$ cat src/hw/rtl/header_length_crc_frame_parser_macros.svh
// assertion macros for the header/length/crc frame parser
`ifndef HEADER_LENGTH_CRC_FRAME_PARSER_MACROS_SVH
`define HEADER_LENGTH_CRC_FRAME_PARSER_MACROS_SVH
`ifndef ASSERT_OFF
`define HLCFP_ASSERT(label, cond, msg) \
    label: assert property (@(posedge clk) disable iff (!rst_n) (cond)) else $error(msg);
`define HLCFP_ASSERT_IMPL(label, ante, cons, msg) \
    label: assert property (@(posedge clk) disable iff (!rst_n) (ante) |-> (cons)) \
        else $error(msg);
`define HLCFP_ASSERT_NEXT(label, ante, cons, msg) \
    label: assert property (@(posedge clk) disable iff (!rst_n) (ante) |=> (cons)) \
        else $error(msg);
`else
`define HLCFP_ASSERT(label, cond, msg)
`define HLCFP_ASSERT_IMPL(label, ante, cons, msg)
`define HLCFP_ASSERT_NEXT(label, ante, cons, msg)
`endif
`endif

$ cat src/hw/rtl/hlcfp_pkg.sv
// shared types, codes and crc helper for the frame parser
package hlcfp_pkg;

    typedef enum logic [2:0] {
        EV_BUSY    = 3'd0,
        EV_BYTE    = 3'd1,
        EV_GOOD    = 3'd2,
        EV_TOOLONG = 3'd3,
        EV_BADCRC  = 3'd4
    } event_t;

    // register indexes, taken from paddr[4:3]
    localparam logic [1:0] REG_HEADER_BYTES  = 2'd0;
    localparam logic [1:0] REG_HEADER_LENGTH = 2'd1;
    localparam logic [1:0] REG_CRC_ENABLE    = 2'd2;
    localparam logic [1:0] REG_PAYLOAD_LIMIT = 2'd3;

    localparam logic [15:0] CRC_INIT = 16'hFFFF;
    localparam logic [15:0] CRC_POLY = 16'h1021;

    localparam logic [3:0]  HEADER_LENGTH_MIN   = 4'd2;
    localparam logic [3:0]  HEADER_LENGTH_RESET = 4'd2;
    localparam logic [15:0] PAYLOAD_LIMIT_RESET = 16'd256;

    // crc-16 ccitt, msb first, one byte
    function automatic logic [15:0] crc16_byte(input logic [15:0] crc_in,
                                               input logic [7:0]  data);
        logic [15:0] c;
        c = crc_in ^ {data, 8'h00};
        for (int i = 0; i < 8; i++)
        begin
            if (c[15])
            begin
                c = {c[14:0], 1'b0} ^ CRC_POLY;
            end
            else
            begin
                c = {c[14:0], 1'b0};
            end
        end
        return c;
    endfunction

endpackage

$ cat src/hw/rtl/header_length_crc_frame_parser.sv
// frame parser top level: sync header hunt, length, payload stream, crc-16 check
// the result of an accepted byte is in the output register the cycle after it
// throughput: one byte per cycle unless out_ready stalls a full result register,
// set by the byte-wide crc and state updates between the byte and the result register
// reset: rst_n clears the parser to hunting, empties the output register and loads
// the register defaults (header 0, header length 2, crc on, payload limit 256)
module header_length_crc_frame_parser
    import hlcfp_pkg::*;
#(
    parameter int unsigned HEADER_MAX_BYTES = 8
)
(
    input  logic        clk,
    input  logic        rst_n,

    // apb-style configuration port
    input  logic        psel,
    input  logic        penable,
    input  logic        pwrite,
    input  logic [4:0]  paddr,
    input  logic [63:0] pwdata,
    output logic [63:0] prdata,
    output logic        pready,

    // received byte requests
    input  logic        in_valid,
    output logic        in_ready,
    input  logic [7:0]  rx_byte,

    // result requests
    output logic        out_valid,
    input  logic        out_ready,
    output logic [2:0]  event_res,
    output logic [7:0]  payload_byte,
    output logic [15:0] payload_index,
    output logic [15:0] frame_len
);

    // header position counter only needs to address the header bytes
    localparam int unsigned MW = (HEADER_MAX_BYTES > 2) ? $clog2(HEADER_MAX_BYTES) : 1;
    localparam logic [3:0]  HMAX = 4'(HEADER_MAX_BYTES);

    typedef enum logic [2:0] {
        PH_IDLE,
        PH_HEADER,
        PH_LENGTH,
        PH_PAYLOAD,
        PH_CRC
    } phase_t;

    // configuration registers
    logic [63:0] header_bytes_reg;
    logic [3:0]  header_length_reg;
    logic        crc_enable_reg;
    logic [15:0] payload_limit_reg;

    // parser state
    phase_t        phase_reg, phase_next;
    logic [MW-1:0] matched_reg, matched_next;
    logic [15:0]   declared_reg, declared_next;
    logic          second_reg, second_next;
    logic [15:0]   count_reg, count_next;
    logic [15:0]   crc_reg, crc_next;
    logic [7:0]    crc_high_reg, crc_high_next;

    // result register
    logic          out_valid_reg;
    event_t        event_reg, event_next;
    logic [7:0]    pbyte_reg, pbyte_next;
    logic [15:0]   pindex_reg, pindex_next;
    logic [15:0]   flen_reg, flen_next;

    logic          in_fire;
    logic          cfg_write;
    logic          idle_after;
    logic [3:0]    eff_len;
    logic [3:0]    matched_inc;
    logic [7:0]    hdr_first;
    logic [7:0]    hdr_cur;
    logic [15:0]   count_inc;
    logic [15:0]   length_full;

    // the result register parts the two sides: a new byte is taken whenever the
    // previous result is gone or leaves in this same cycle
    assign in_ready  = !out_valid_reg || out_ready;
    assign in_fire   = in_valid && in_ready;
    assign cfg_write = psel && penable && pwrite && pready;
    assign pready    = 1'b1;

    assign out_valid     = out_valid_reg;
    assign event_res     = event_reg;
    assign payload_byte  = pbyte_reg;
    assign payload_index = pindex_reg;
    assign frame_len     = flen_reg;

    // register readback
    always_comb
    begin
        unique case (paddr[4:3])
            REG_HEADER_BYTES:  prdata = header_bytes_reg;
            REG_HEADER_LENGTH: prdata = {60'd0, header_length_reg};
            REG_CRC_ENABLE:    prdata = {63'd0, crc_enable_reg};
            REG_PAYLOAD_LIMIT: prdata = {48'd0, payload_limit_reg};
            default:           prdata = 64'd0;
        endcase
    end

    // header length clamped to the supported range
    always_comb
    begin
        priority if (header_length_reg < HEADER_LENGTH_MIN)
        begin
            eff_len = HEADER_LENGTH_MIN;
        end
        else if (header_length_reg > HMAX)
        begin
            eff_len = HMAX;
        end
        else
        begin
            eff_len = header_length_reg;
        end
    end

    assign hdr_first   = header_bytes_reg[7:0];
    assign hdr_cur     = header_bytes_reg[{matched_reg, 3'b000} +: 8];
    assign matched_inc = 4'(matched_reg) + 4'd1;
    assign count_inc   = count_reg + 16'd1;
    assign length_full = {declared_reg[15:8], rx_byte};

    // next state and result for the byte on the input
    always_comb
    begin
        phase_next    = phase_reg;
        matched_next  = matched_reg;
        declared_next = declared_reg;
        second_next   = second_reg;
        count_next    = count_reg;
        crc_next      = crc_reg;
        crc_high_next = crc_high_reg;
        event_next    = EV_BUSY;
        pbyte_next    = 8'd0;
        pindex_next   = 16'd0;
        idle_after    = 1'b0;

        unique case (phase_reg)
            PH_IDLE:
            begin
                if (rx_byte == hdr_first)
                begin
                    crc_next     = crc16_byte(CRC_INIT, rx_byte);
                    matched_next = MW'(1);
                    phase_next   = PH_HEADER;
                end
            end
            PH_HEADER:
            begin
                if (rx_byte == hdr_cur)
                begin
                    crc_next = crc16_byte(crc_reg, rx_byte);
                    // a lowered header length ends the match as soon as it is reached
                    if (matched_inc >= eff_len)
                    begin
                        matched_next = '0;
                        phase_next   = PH_LENGTH;
                        second_next  = 1'b0;
                    end
                    else
                    begin
                        matched_next = matched_inc[MW-1:0];
                    end
                end
                else if (rx_byte == hdr_first)
                begin
                    // mismatch on a first header byte restarts the hunt
                    crc_next     = crc16_byte(CRC_INIT, rx_byte);
                    matched_next = MW'(1);
                end
                else
                begin
                    idle_after = 1'b1;
                end
            end
            PH_LENGTH:
            begin
                crc_next = crc16_byte(crc_reg, rx_byte);
                if (!second_reg)
                begin
                    declared_next = {rx_byte, 8'h00};
                    second_next   = 1'b1;
                end
                else
                begin
                    declared_next = length_full;
                    second_next   = 1'b0;
                    if (length_full > payload_limit_reg)
                    begin
                        event_next = EV_TOOLONG;
                        idle_after = 1'b1;
                    end
                    else if (length_full == 16'd0)
                    begin
                        // empty payload goes straight to the crc or the verdict
                        if (crc_enable_reg)
                        begin
                            phase_next = PH_CRC;
                        end
                        else
                        begin
                            event_next = EV_GOOD;
                            idle_after = 1'b1;
                        end
                    end
                    else
                    begin
                        phase_next = PH_PAYLOAD;
                        count_next = 16'd0;
                    end
                end
            end
            PH_PAYLOAD:
            begin
                crc_next    = crc16_byte(crc_reg, rx_byte);
                event_next  = EV_BYTE;
                pbyte_next  = rx_byte;
                pindex_next = count_reg;
                count_next  = count_inc;
                if (count_inc >= declared_reg)
                begin
                    count_next    = 16'd0;
                    second_next   = 1'b0;
                    crc_high_next = 8'd0;
                    if (crc_enable_reg)
                    begin
                        phase_next = PH_CRC;
                    end
                    else
                    begin
                        // last byte still carries its value and index with the verdict
                        event_next = EV_GOOD;
                        idle_after = 1'b1;
                    end
                end
            end
            PH_CRC:
            begin
                if (!second_reg)
                begin
                    crc_high_next = rx_byte;
                    second_next   = 1'b1;
                end
                else
                begin
                    event_next = ({crc_high_reg, rx_byte} == crc_reg) ? EV_GOOD : EV_BADCRC;
                    idle_after = 1'b1;
                end
            end
            default:
            begin
                idle_after = 1'b1;
            end
        endcase

        // frame length reports the length before any return to hunting
        flen_next = declared_next;

        if (idle_after)
        begin
            phase_next    = PH_IDLE;
            matched_next  = '0;
            declared_next = 16'd0;
            second_next   = 1'b0;
            count_next    = 16'd0;
            crc_next      = 16'd0;
            crc_high_next = 8'd0;
        end
    end

    always_ff @(posedge clk or negedge rst_n)
    begin
        if (!rst_n)
        begin
            header_bytes_reg  <= 64'd0;
            header_length_reg <= HEADER_LENGTH_RESET;
            crc_enable_reg    <= 1'b1;
            payload_limit_reg <= PAYLOAD_LIMIT_RESET;
            phase_reg         <= PH_IDLE;
            matched_reg       <= '0;
            declared_reg      <= 16'd0;
            second_reg        <= 1'b0;
            count_reg         <= 16'd0;
            crc_reg           <= 16'd0;
            crc_high_reg      <= 8'd0;
            out_valid_reg     <= 1'b0;
            event_reg         <= EV_BUSY;
            pbyte_reg         <= 8'd0;
            pindex_reg        <= 16'd0;
            flen_reg          <= 16'd0;
        end
        else
        begin
            if (cfg_write)
            begin
                unique case (paddr[4:3])
                    REG_HEADER_BYTES:  header_bytes_reg  <= pwdata;
                    REG_HEADER_LENGTH: header_length_reg <= pwdata[3:0];
                    REG_CRC_ENABLE:    crc_enable_reg    <= pwdata[0];
                    REG_PAYLOAD_LIMIT: payload_limit_reg <= pwdata[15:0];
                    default:           header_bytes_reg  <= header_bytes_reg;
                endcase
            end

            if (in_fire)
            begin
                phase_reg     <= phase_next;
                matched_reg   <= matched_next;
                declared_reg  <= declared_next;
                second_reg    <= second_next;
                count_reg     <= count_next;
                crc_reg       <= crc_next;
                crc_high_reg  <= crc_high_next;
                out_valid_reg <= 1'b1;
                event_reg     <= event_next;
                pbyte_reg     <= pbyte_next;
                pindex_reg    <= pindex_next;
                flen_reg      <= flen_next;
            end
            else if (out_ready)
            begin
                out_valid_reg <= 1'b0;
            end
        end
    end

`include "header_length_crc_frame_parser_macros.svh"

    // hunting means all frame state is cleared
    `HLCFP_ASSERT_IMPL(a_idle_clear, phase_reg == PH_IDLE, declared_reg == 16'd0 && count_reg == 16'd0 && second_reg == 1'b0, "frame state not cleared while hunting")

    // a verdict always sends the parser back to hunting
    `HLCFP_ASSERT_NEXT(a_verdict_idle, in_fire && (event_next == EV_GOOD || event_next == EV_TOOLONG || event_next == EV_BADCRC), phase_reg == PH_IDLE, "no return to hunting after a verdict")

    // payload bytes only come out of the payload phase
    `HLCFP_ASSERT_IMPL(a_byte_phase, in_fire && event_next == EV_BYTE, phase_reg == PH_PAYLOAD, "payload byte outside payload phase")

    // payload index stays below the declared length
    `HLCFP_ASSERT_IMPL(a_count_range, phase_reg == PH_PAYLOAD, count_reg < declared_reg, "payload count past declared length")

    // a stalled result is held until taken
    `HLCFP_ASSERT_NEXT(a_result_hold, out_valid_reg && !out_ready, out_valid_reg && $stable(event_reg) && $stable(flen_reg), "stalled result changed")

endmodule
$ cat config.mk
export PLATFORM = sky130hd
export DESIGN_NAME = header_length_crc_frame_parser
export DESIGN_NICKNAME = d
export VERILOG_FILES = /design/src/hw/rtl/hlcfp_pkg.sv /design/src/hw/rtl/header_length_crc_frame_parser.sv
export VERILOG_INCLUDE_DIRS = /design/src /design/src/hw/rtl
export SDC_FILE = /design/constraint.sdc
export NUM_CORES = 1
export LEC_CHECK = 0
export BUFFER_PORTS_ARGS = -buffer_cell sky130_fd_sc_hd__buf_2
export CORE_MARGIN = 2
export CORE_UTILIZATION = 40
export CTS_BUF_LIST = sky130_fd_sc_hd__clkbuf_4
export DETAILED_ROUTE_END_ITERATION = 10
export GPL_TIMING_DRIVEN = 0
export PLACE_DENSITY = 0.66
export SETUP_SLACK_MARGIN = 0.02
export SLEW_MARGIN = 20
export SYNTH_ARGS = -nofsm -noshare
export SYNTH_HDL_FRONTEND = slang
export SYNTH_SLANG_ARGS = --single-unit
$ cat constraint.sdc
create_clock -name clk -period 9.09 [get_ports clk]
set_clock_uncertainty 0.2 [all_clocks]
set_input_delay 0.4545 -clock clk [delete_from_list [all_inputs] [get_ports clk]]
set_output_delay 0.4545 -clock clk [all_outputs]
set_load 0.02 [all_outputs]
==> metrics.md <==
| Metric | Value |
|---|---|
| GR Util met1 | `32.46%` |
| Layout cells sized above 1 | `24.59%` |
| TritonRoute pass-1 iters | `5` |
| CTS clk-pin slew, worst paths | `220 ps` |
| Cts hold-fix bufs | `67` |
| Final non-filler cell total | `1670` |
| GRT busiest layer | `met2` |
| I/O pin cnt | `194` |
| Max-Slew Margin vs Limit | `37.63%` |
| Largest net degree at the start of global routing | `74` |
| Clk Latency, worst-skew pair | `620 ps` |
| Drt via density | `5.517` |
| Critical path class | `flop to flop` |
| Cells after DPL | `1568` |
| Slew Viols, Final | `0` |
| First-pass GRT wire length | `51.60 mm` |
| Adder-cell area share of the yosys netlist | `4.387%` |
| Least-Margin Pin Slew | `928.4 ps` |
| Max-Cap Viols | `0` |
| Post-Syn Area | `10840 sq um` |
| Worst r2r path cells | `18` |
| Worst Path Arrival | `5210 ps` |
| Cts repair resizes | `0` |
| Worst hold path type | `input pin to async pin` |
| WL/cell | `19.46 um` |
| Worst EP required | `9420 ps` |
| P&R area growth vs syn | `22.54%` |
| Outcome | `completed` |
| DRC Markers | `0` |
| Iteration-0 DRC Markers | `592` |
| # nets final | `1435` |
| Post-Synth XOR/XNOR Area | `6.627%` |
| IO Port Bufs | `187` |
| Sum Neg Setup Slack | `0 ps` |
| Max VDD drop | `0.1150 mV` |
| Final setup vio count | `0` |
| Post-synth net total | `1159` |
| GR Util All Layers | `23.37%` |
| Max Fclk | `0.2048 GHz` |
| GP Congestion | `0.9112` |
| CP max FO | `10` |
| Compound-gate portion of the synthesized area | `15.26%` |
| Buffers from clock root to sink, at most | `2` |
| Core Box Area | `26800 sq um` |
| Hold Fails Final Rpt | `0` |
| ANT nets after route | `0` |
| FILL cells | `2445` |
| Largest family of logic cells by synthesized area | `compound AO/OA/AOI/OAI gates` |
| Post-synth EDFFs | `0` |
| Antenna violations before repair | `3` |
| Die Width | `168.6 um` |
| H-tree levels | `4` |
| FF+latch count, synth | `192` |
| Worst r2r src | `count_reg[0]` |
| Total number of vias | `9213` |
| TritonCTS Buffers | `17` |
| RSZ-0062 raised after global routing | `no` |
| Max FFs per register | `64` |
| Leakage power | `6.232 nW` |
| Commonest register cell after synthesis | `dfrtp_1` |
| Vias in the first global route | `9204` |
| Post-synthesis mux area share | `12.15%` |
| Sequential fraction of the synthesis area | `44.37%` |
| Ys async rst share | `100.0%` |
| Met3 Use GR | `4.559%` |
| Crit path time final | `4883 ps` |
| RR Endpoint | `count_reg[12]` |
| Initial cell density of the core | `40.43%` |
| Die area | `28420 sq um` |
| Mean area per synthesized cell | `10.45 sq um` |
| Final wirelength | `32.50 mm` |
| Startpoint Class | `flop` |
| YS warnings | `0` |
| Clock root buffer | `clkbuf_4` |
| P per Cell Area | `247.0 nW/um^2` |
| R2R Setup Slk | `4210 ps` |
| Post CTS Setup Buffer Count | `0` |
| CTS sink count | `192` |
| Final Cycle Share | `53.71%` |
| Chip height | `168.6 um` |
| Total gr overflow | `0` |
| Post-synthesis instance total | `1037` |
| CTS tree | `built` |
| CP Capture Type | `flop` |
| Row count | `60` |
| Simple-Gate Fraction of Synth Area | `12.60%` |
| Met2 usage | `37.48%` |
| DPL Wire Length | `23.50 mm` |
| Synth unique cells | `61` |
synth_stat cells, drive strengths merged (12+ instances only):
cell type  number  share of area, %
mux2i          34               3.1
a22o           56               4.5
buf            20               1.1
mux2           68               7.1
ha             38               4.4
and2           51               2.9
nand2          78               2.7
o21ai          54               2.5
dfrtp         189                44
a32o           13               1.2
nor2           36               1.2
nand2b         12              0.69
a21oi          24               1.1
nor3           12              0.60
clkbuf         55               1.9
xnor2          39               3.2
xor2           43               3.5
nand3          23               1.1
nor4           12              0.69
o211ai         20               1.5
inv            44               1.5
a21o           14              0.97
per-stage QoR:
| step | utilization [%] | worst slack (ps) | area, sq um | hold slack [ps] | power [W] |
|---|---|---|---|---|---|
| floorplan | - | 4943 | 10840 | -41.09 | 0.002298 |
| finish | 49.55 | 4207 | 13280 | 136.7 | 0.003280 |
| global placement | 45.52 | 4079 | 12200 | 270.0 | 0.002699 |
| CTS | 49.52 | 4229 | 13270 | 122.4 | 0.003282 |
| detailed placement | 45.81 | 4307 | 12280 | 213.8 | 0.002741 |
| global route | 49.54 | 3867 | 13280 | 123.1 | 0.003507 |
per-layer routing:
layer  vias to the layer above  share of wire (%)
li1                       4260                  -
met1                      4604                 45
met2                       307                 47
met3                        42                6.4
met4                         0                2.0
met5                         -                  0
cell type report:
type                       count  area, sq um  share of cell area (%)
buffer                        75        330.3                   2.488
clock inverter                14        188.9                   1.423
antenna                        3        7.507                 0.05653
multi-input combinational    726         5538                   41.70
tap                          341        426.7                   3.213
clock buffer                  18        135.1                   1.018
inverter                      44        165.2                   1.244
timing repair buffer         257         1679                   12.64
sequential                   192         4808                   36.21
layout by cell type, fill, tap and decap left out, drive strengths merged, types with 3 or more instances in the layout:
| cell | synthesis | routed |
|---|---|---|
| nor2b | 7 | 7 |
| a21o | 14 | 14 |
| inv | 44 | 52 |
| a31oi | 8 | 8 |
| nor2 | 36 | 36 |
| dfrtp | 189 | 189 |
| a22oi | 6 | 6 |
| and3 | 11 | 11 |
| clkinv | 0 | 5 |
| o211ai | 20 | 20 |
| a32o | 13 | 13 |
| nor3b | 8 | 8 |
| mux2i | 34 | 34 |
| dfstp | 3 | 3 |
| xnor2 | 39 | 39 |
| o21ai | 54 | 54 |
| clkbuf | 55 | 73 |
| o2bb2ai | 6 | 6 |
| nor4 | 12 | 12 |
| o22ai | 4 | 4 |
| nand2b | 12 | 12 |
| o211a | 3 | 3 |
| o21a | 3 | 3 |
| diode | 0 | 3 |
| nand3 | 23 | 23 |
| mux2 | 68 | 68 |
| nor3 | 12 | 12 |
| nand2 | 78 | 78 |
| mux4 | 9 | 9 |
| a21oi | 24 | 24 |
| dlygate4sd3 | 0 | 67 |
| buf | 20 | 210 |
| xor2 | 43 | 43 |
| ha | 38 | 38 |
| and2 | 51 | 51 |
| a31o | 3 | 3 |
| nand4 | 11 | 11 |
| a22o | 56 | 56 |
worst max-delay path, stage by stage (launching register included):
cell	delay, ps
dfrtp_1	500
ha_1	260
and3_1	220
and3_1	160
clkbuf_1	220
and3_1	190
clkbuf_1	220
nand3_1	130
xnor2_1	260
ha_1	290
nand4_1	120
nor3_1	80
a2bb2oi_1	130
o311a_1	430
o31a_1	250
o211ai_4	120
o21ai_1	460
buf_2	350
mux2i_1	210
power breakdown:
group	switching [W]	internal [W]	total (W)
sequential	0.000195	0.00108	0.00127
clock	0.000359	0.000161	0.000520
combinational	0.000848	0.000641	0.00149
total	0.00140	0.00188	0.00328
worst max-delay path by stage:
stage                     slack [ps]                    to          from
final                           4210         count_reg[12]  count_reg[0]
after global routing            3870         count_reg[12]  count_reg[0]
after CTS                       4230         count_reg[12]  count_reg[0]
after detailed placement        4310         count_reg[11]  count_reg[0]
after global placement          4080  header_bytes_reg[22]         rst_n
after floorplan                 4940          phase_reg[0]  count_reg[0]
logic make-up after synthesis:
kind of cell / count (synthesis)
flip-flops: 192
adder cells (fa/ha/maj): 38
other: 1
AO/OA/AOI/OAI: 227
AND/OR/NAND/NOR: 267
XOR/XNOR: 82
buffers and inverters: 119
multiplexers: 111
(Power assumes the default switching activity.)
